[config.mk]
export PLATFORM = sky130hd
export DESIGN_NAME = alu_8bit_nzcv_flags_unit
export DESIGN_NICKNAME = d
export VERILOG_FILES = /design/src/alu8_pkg.sv /design/src/alu8_core.sv /design/src/alu_8bit_nzcv_flags_unit.sv
export SDC_FILE = /design/constraint.sdc
export NUM_CORES = 1
export LEC_CHECK = 0
export BUFFER_PORTS_ARGS = -buffer_cell sky130_fd_sc_hd__buf_2
export CAP_MARGIN = 5
export CORE_MARGIN = 10
export CORE_UTILIZATION = 40
export CTS_CLUSTER_DIAMETER = 40
export CTS_CLUSTER_SIZE = 30
export DETAILED_ROUTE_END_ITERATION = 8
export PLACE_DENSITY = 0.57
export SYNTH_ARGS = -nofsm -noshare
export SYNTH_HDL_FRONTEND = slang
export SYNTH_SLANG_ARGS = --single-unit
[constraint.sdc]
create_clock -name clk -period 14.05 [get_ports clk]
set_input_delay 2.1075 -clock clk [delete_from_list [all_inputs] [get_ports clk]]
set_output_delay 2.1075 -clock clk [all_outputs]
set_load 0.005 [all_outputs]
[src/alu8_pkg.sv]
// alu8_pkg: opcodes, flag and result types shared by the alu core and the top level
`default_nettype none

package alu8_pkg;

  localparam int unsigned DataW = 8;
  localparam int unsigned OpW   = 4;

  typedef enum logic [OpW-1:0] {
    OP_ADD = 4'd0,
    OP_SUB = 4'd1,
    OP_MUL = 4'd2,
    OP_INC = 4'd3,
    OP_DEC = 4'd4,
    OP_AND = 4'd5,
    OP_OR  = 4'd6,
    OP_XOR = 4'd7,
    OP_NOT = 4'd8,
    OP_SHL = 4'd9,
    OP_SHR = 4'd10,
    OP_CMP = 4'd11
  } alu8_op_t;

  typedef struct packed {
    logic v;
    logic c;
    logic n;
    logic z;
  } alu8_flags_t;

  typedef struct packed {
    logic [DataW-1:0] result;
    alu8_flags_t      flags;
    logic             keep;  // flags left as they were
  } alu8_res_t;

endpackage

`default_nettype wire

[src/alu8_core.sv]
// alu8_core: combinational byte alu computing the result and the next flag value
`default_nettype none

module alu8_core (
  input  wire logic [alu8_pkg::OpW-1:0]   opcode,
  input  wire logic [alu8_pkg::DataW-1:0] operand_a,
  input  wire logic [alu8_pkg::DataW-1:0] operand_b,
  input  wire alu8_pkg::alu8_flags_t      flags_in,
  output alu8_pkg::alu8_res_t             res
);

  logic [alu8_pkg::DataW-1:0]   b_eff;
  logic [alu8_pkg::DataW:0]     sum;
  logic [alu8_pkg::DataW:0]     diff;
  logic [alu8_pkg::DataW-1:0]   prod;
  logic [2*alu8_pkg::DataW-1:0] shl_w;
  logic [2*alu8_pkg::DataW-1:0] shr_w;
  logic                         cnt_zero;
  logic                         cnt_big;
  logic                         add_v;
  logic                         sub_v;
  logic [alu8_pkg::DataW-1:0]   r;
  logic                         c;
  logic                         v;
  logic                         keep;

  // inc and dec use a constant one in place of b
  assign b_eff = (opcode == alu8_pkg::OP_INC || opcode == alu8_pkg::OP_DEC)
                 ? alu8_pkg::DataW'(1) : operand_b;

  assign sum  = {1'b0, operand_a} + {1'b0, b_eff};
  assign diff = {1'b0, operand_a} - {1'b0, b_eff};
  // only the low byte of the product is kept
  assign prod = operand_a * operand_b;

  assign add_v = (operand_a[7] == b_eff[7]) && (operand_a[7] != sum[7]);
  assign sub_v = (operand_a[7] != b_eff[7]) && (operand_a[7] != diff[7]);

  // count 1..8: shifted word carries result and last bit out side by side
  assign shl_w = {8'd0, operand_a} << operand_b[3:0];
  assign shr_w = {operand_a, 8'd0} >> operand_b[3:0];
  assign cnt_zero = (operand_b == '0);
  assign cnt_big  = (operand_b > alu8_pkg::DataW'(8));

  always_comb begin
    r    = '0;
    c    = 1'b0;
    v    = 1'b0;
    keep = 1'b0;
    unique case (alu8_pkg::alu8_op_t'(opcode))
      alu8_pkg::OP_ADD, alu8_pkg::OP_INC: begin
        r = sum[7:0];
        c = sum[8];
        v = add_v;
      end
      alu8_pkg::OP_SUB, alu8_pkg::OP_DEC, alu8_pkg::OP_CMP: begin
        r = diff[7:0];
        c = diff[8];
        v = sub_v;
      end
      alu8_pkg::OP_MUL: r = prod[7:0];
      alu8_pkg::OP_AND: r = operand_a & operand_b;
      alu8_pkg::OP_OR:  r = operand_a | operand_b;
      alu8_pkg::OP_XOR: r = operand_a ^ operand_b;
      alu8_pkg::OP_NOT: r = ~operand_a;
      alu8_pkg::OP_SHL: begin
        if (cnt_zero) begin
          r    = operand_a;
          keep = 1'b1;
        end else if (!cnt_big) begin
          r = shl_w[7:0];
          c = shl_w[8];
        end
      end
      alu8_pkg::OP_SHR: begin
        if (cnt_zero) begin
          r    = operand_a;
          keep = 1'b1;
        end else if (!cnt_big) begin
          r = shr_w[15:8];
          c = shr_w[7];
        end
      end
      default: keep = 1'b1;
    endcase
  end

  always_comb begin
    res.result = r;
    res.keep   = keep;
    if (keep) begin
      res.flags = flags_in;
    end else begin
      res.flags.z = (r == '0);
      res.flags.n = r[7];
      res.flags.c = c;
      res.flags.v = v;
    end
  end

endmodule

`default_nettype wire

[src/alu_8bit_nzcv_flags_unit.sv]
// alu_8bit_nzcv_flags_unit: byte alu with held nzcv flags, input and result registers
`default_nettype none

// Takes one beat per cycle while the output is not stalled and returns one
// result beat for each: the opcode and operands are captured in an input
// register, the alu core works them out combinationally, and the result
// register loads the byte and the four flags at the same edge that updates
// the held flag register, so the next beat already sees those flags. Unused
// opcodes give a zero byte, and they and shifts by zero leave the flags as
// they were. Flags are zero after reset.
module alu_8bit_nzcv_flags_unit (
  input  wire logic                       clk,
  input  wire logic                       rst_n,
  input  wire logic                       in_valid,
  output logic                            in_stall,
  input  wire logic [alu8_pkg::OpW-1:0]   in_opcode,
  input  wire logic [alu8_pkg::DataW-1:0] in_operand_a,
  input  wire logic [alu8_pkg::DataW-1:0] in_operand_b,
  output logic                            out_valid,
  input  wire logic                       out_stall,
  output logic [alu8_pkg::DataW-1:0]      out_result_byte,
  output logic                            out_zero_flag,
  output logic                            out_negative_flag,
  output logic                            out_carry_flag,
  output logic                            out_overflow_flag
);

  logic                       s1_valid_r;
  logic                       s1_valid_nxt;
  logic [alu8_pkg::OpW-1:0]   s1_op_r;
  logic [alu8_pkg::DataW-1:0] s1_a_r;
  logic [alu8_pkg::DataW-1:0] s1_b_r;
  logic                       out_valid_r;
  logic                       out_valid_nxt;
  logic [alu8_pkg::DataW-1:0] out_result_r;
  alu8_pkg::alu8_flags_t      out_flags_r;
  alu8_pkg::alu8_flags_t      flags_r;
  alu8_pkg::alu8_res_t        core_res;
  logic                       out_free;
  logic                       s1_adv;
  logic                       in_take;

  assign out_free = !out_valid_r || !out_stall;
  assign s1_adv   = s1_valid_r && out_free;
  assign in_stall = s1_valid_r && !out_free;
  assign in_take  = in_valid && !in_stall;

  assign s1_valid_nxt  = in_take || (s1_valid_r && !s1_adv);
  assign out_valid_nxt = s1_adv || (out_valid_r && out_stall);

  alu8_core u_core (
    .opcode    (s1_op_r),
    .operand_a (s1_a_r),
    .operand_b (s1_b_r),
    .flags_in  (flags_r),
    .res       (core_res)
  );

  always_ff @(posedge clk) begin
    if (!rst_n) begin
      s1_valid_r  <= 1'b0;
      out_valid_r <= 1'b0;
      flags_r     <= '0;
    end else begin
      s1_valid_r  <= s1_valid_nxt;
      out_valid_r <= out_valid_nxt;
      if (s1_adv) begin
        flags_r <= core_res.flags;
      end
    end
  end

  always_ff @(posedge clk) begin
    if (in_take) begin
      s1_op_r <= in_opcode;
      s1_a_r  <= in_operand_a;
      s1_b_r  <= in_operand_b;
    end
    if (s1_adv) begin
      out_result_r <= core_res.result;
      out_flags_r  <= core_res.flags;
    end
  end

  assign out_valid         = out_valid_r;
  assign out_result_byte   = out_result_r;
  assign out_zero_flag     = out_flags_r.z;
  assign out_negative_flag = out_flags_r.n;
  assign out_carry_flag    = out_flags_r.c;
  assign out_overflow_flag = out_flags_r.v;

  // a shown result always matches the held flags
  a_flags_match: assert property (@(posedge clk) disable iff (!rst_n)
    out_valid_r |-> (out_flags_r == flags_r))
    else $error("output flags differ from held flag register");

  // a beat leaving the input register shows up at the output next cycle
  a_adv_lands: assert property (@(posedge clk) disable iff (!rst_n)
    s1_adv |=> out_valid_r)
    else $error("advanced beat did not reach the output");

  // updated z and n follow the result byte
  a_zn_follow: assert property (@(posedge clk) disable iff (!rst_n)
    (s1_adv && !core_res.keep) |=>
      ((out_flags_r.z == (out_result_r == '0)) && (out_flags_r.n == out_result_r[7])))
    else $error("z or n flag inconsistent with result byte");

  // backpressure only with a beat waiting in the input register
  a_stall_cause: assert property (@(posedge clk) disable iff (!rst_n)
    in_stall |-> (s1_valid_r && out_valid_r))
    else $error("input stalled with no beat waiting");

endmodule

`default_nettype wire
==> metrics.cfg <==
[run_status]
status = complete, no violations

[detailed_routing]
vias = 3899
routed_wirelength_um = 12500
ant_nets = 0
dr.pass1.iters = 5
drtIter0Drc = 355
drt-vias-per-instance = 5.82
post_drt_wl_per_cell_um = 18.7
drc_errors = 0

[timing]
fmax_mhz = 186
slew_viol_final = 0
fin_crit_ns = 5.37
max_slew_margin_pct = 34.7
setup_tns_ns = 0
tightest_slew_ns = 0.974
grt_setup_unrepaired = false
finalSetupViolations = 0
hold_violations = 0
finalClockSkew_ns = 0.00635
fin_crit_sh_pct = 38.2

[power]
p_per_area_nw_per_um2 = 85.3
p_leak_nw = 2.21
vdd_drop_max_v = 0.0000618

[critical_path]
cp-start-kind = register
cp_max_fo = 22
path_depth = 15
max_stage_delay_ns = 0.83
critical_path_arrival_ns = 5.46
critPathKind = register to register
crit_slowest_cell = edfxtp_1
reg2reg_from = s1_b_r[2]
crit_top_cell = ha_1
startpoint = s1_b_r[2]
crit_family = adder cells
reg2reg_depth = 15
critPathBufInv = 3
required_ns = 14.14
path_cells = clkinv_1 > nor2_1 > ha_1 > fa_1 > ha_1 > inv_1 > fa_1 > inv_1 > ha_1 > a21o_1 > a21oi_1 > xnor2_1 > a2111oi_0 > o221ai_1 > o32ai_1
cp-end-kind = register

[cts]
htreeDepth = 2
clockBufferDepth = 2
clock-sinks = 38
worstSkewPairLatency_ns = 0.27
cts_hold_buffers = 0
cts-buffers-inserted = 5
cts_setup_buffers = 0
post_cts_resized = 0
clkTransAtPathRegs_ns = 0.06
tritoncts = built
root_buffer = clkbuf_16

[synthesis]
synth_top_cell_area_share_pct = 21.3
ys.flop_type = edfxtp_1
ys_async_sr_fraction_pct = 0
syn-instance-count = 511
synth_edf_count = 32
avgSynthCellArea_um2 = 8.82
synth_top_area_cell = edfxtp_1
syn_nets = 599
ys_ff_latch = 38
syn_area_um2 = 4510
ys_types = 68
seq_area_frac_synth_pct = 24.0
yosysWarningCount = 0
yosys-top-cells-area = edfxtp_1, ha_1, fa_1, inv_1, nand2_1

[final_layout]
drive_gt1_share_pct = 12.8
fillCellCount = 1062
nNetsFinal = 617
final_core_util_pct = 44.9
diodes = 0
syn2layout_area_growth_pct = 9.05

[floorplan]
core-area_um2 = 10900
pin_count = 38
dieArea_um2 = 15900
die_y_um = 126
die_x_um = 126
rows = 38
start_util_pct = 41.2

[worst_hold_path]
holdPathStages = 2
min_from = s1_valid_r
hp-class = register to register

[placement]
finalWeightedCongestion = 0.971
port_buffers = 37
hpwl_um = 9670

[global_route]
grtUsageTotal_pct = 15.2
antenna_found_initial = 0
grt_pass1_vias = 3845
grt-ovfl-total = 0
grt_pass1_wl_um = 20300
grt_max_degree = 30

[run]
cap_violations = 0

## where the power goes
group	internal, mW	switching [mW]
logic	0.0753	0.0895
registers	0.132	0.0121
clock network	0.0702	0.0399
## area by class of cell
class                      instances  area (um2)  share of cell area, %
clock inverter                     1        5.00                  0.102
sequential                        38        1080                   22.0
timing repair buffer              44         238                   4.84
multi-input combinational        374        3020                   61.5
inverter                          66         248                   5.04
tap                              140         175                   3.57
clock buffer                       7         143                   2.90
## cells in the final DEF, fill, tap and decap left out, types with 14 or more instances in the layout
cell type / instances
fa_1: 14
ha_1: 50
xnor2_1: 19
nand2b_1: 16
nor2_1: 33
edfxtp_1: 32
buf_2: 37
nand2_1: 49
a21oi_1: 19
inv_1: 65
o21ai_0: 15
## state kept, by name, indices dropped and copies added, names as in the netlist
name / flops
out_carry_flag: 1
s1_a_r: 8
s1_valid_r: 1
out_zero_flag: 1
s1_b_r: 8
out_valid: 1
out_negative_flag: 1
out_overflow_flag: 1
s1_op_r: 4
flags_r: 4
out_result_byte: 8
## worst reg2reg max path, stage by stage, from the launching register on
cell       delay, ns
edfxtp_1        0.83
clkinv_1        0.50
nor2_1          0.22
ha_1            0.20
fa_1            0.40
ha_1            0.29
inv_1           0.05
fa_1            0.58
inv_1           0.06
ha_1            0.28
a21o_1          0.17
a21oi_1         0.16
xnor2_1         0.10
a2111oi_0       0.62
o221ai_1        0.36
o32ai_1         0.36
## kinds of logic (layout without fill, tap and decap cells)
group | after synthesis | count (layout) | share of synthesized area (%)
DFF | 38 | 38 | 24.0
adders and majority gates | 64 | 64 | 20.1
muxes | 15 | 15 | 5.03
buffers and inverters | 99 | 118 | 8.94
AOI/OAI and AO/OA | 113 | 113 | 18.1
xor gates and xnor gates | 25 | 25 | 5.78
and+or+nand+nor | 157 | 157 | 18.1
## per-stage QoR
stage,cells,cell area [um2],hold slack (ns),setup WS [ns],power (mW)
4_1_cts,670,4910,0.521,8.77,0.422
5_1_grt,670,4910,0.550,8.43,0.448
6_report,670,4910,0.521,8.68,0.419
2_1_floorplan,511,4510,0.473,9.22,0.267
3_5_place_dp,662,4770,0.505,8.79,0.310
3_3_place_gp,662,4770,0.487,8.88,0.309
## Yosys cell counts (all sizes together), types with 6 or more instances
library cell	instances
inv	65
ha	50
nand2	49
nor2	33
edfxtp	32
clkbuf	22
a21oi	19
xnor2	19
nand2b	17
o21ai	15
fa	14
nor4	12
buf	11
nor2b	10
a21o	8
mux2i	8
o22ai	8
nor3	7
o211ai	7
dfxtp	6
mux4	6
nand3	6
## path summary, 6_finish.rpt
check	endpoint	slack, ns
setup / recovery	out_zero_flag	8.68
hold reg to reg	out_valid	0.52
hold / removal	out_valid	0.52
setup reg to reg	out_zero_flag	8.68
## routing by layer
layer | track usage [%] | share of wire [%] | routed length, um
met1 | 20.7 | 46 | 5730
met2 | 24.1 | 44 | 5520
met3 | 3.31 | 8.5 | 1060
met4 | 3.15 | 1.9 | 232
met5 | 0 | 0 | 0
No activity file was read; power rests on OpenSTA's default activity.
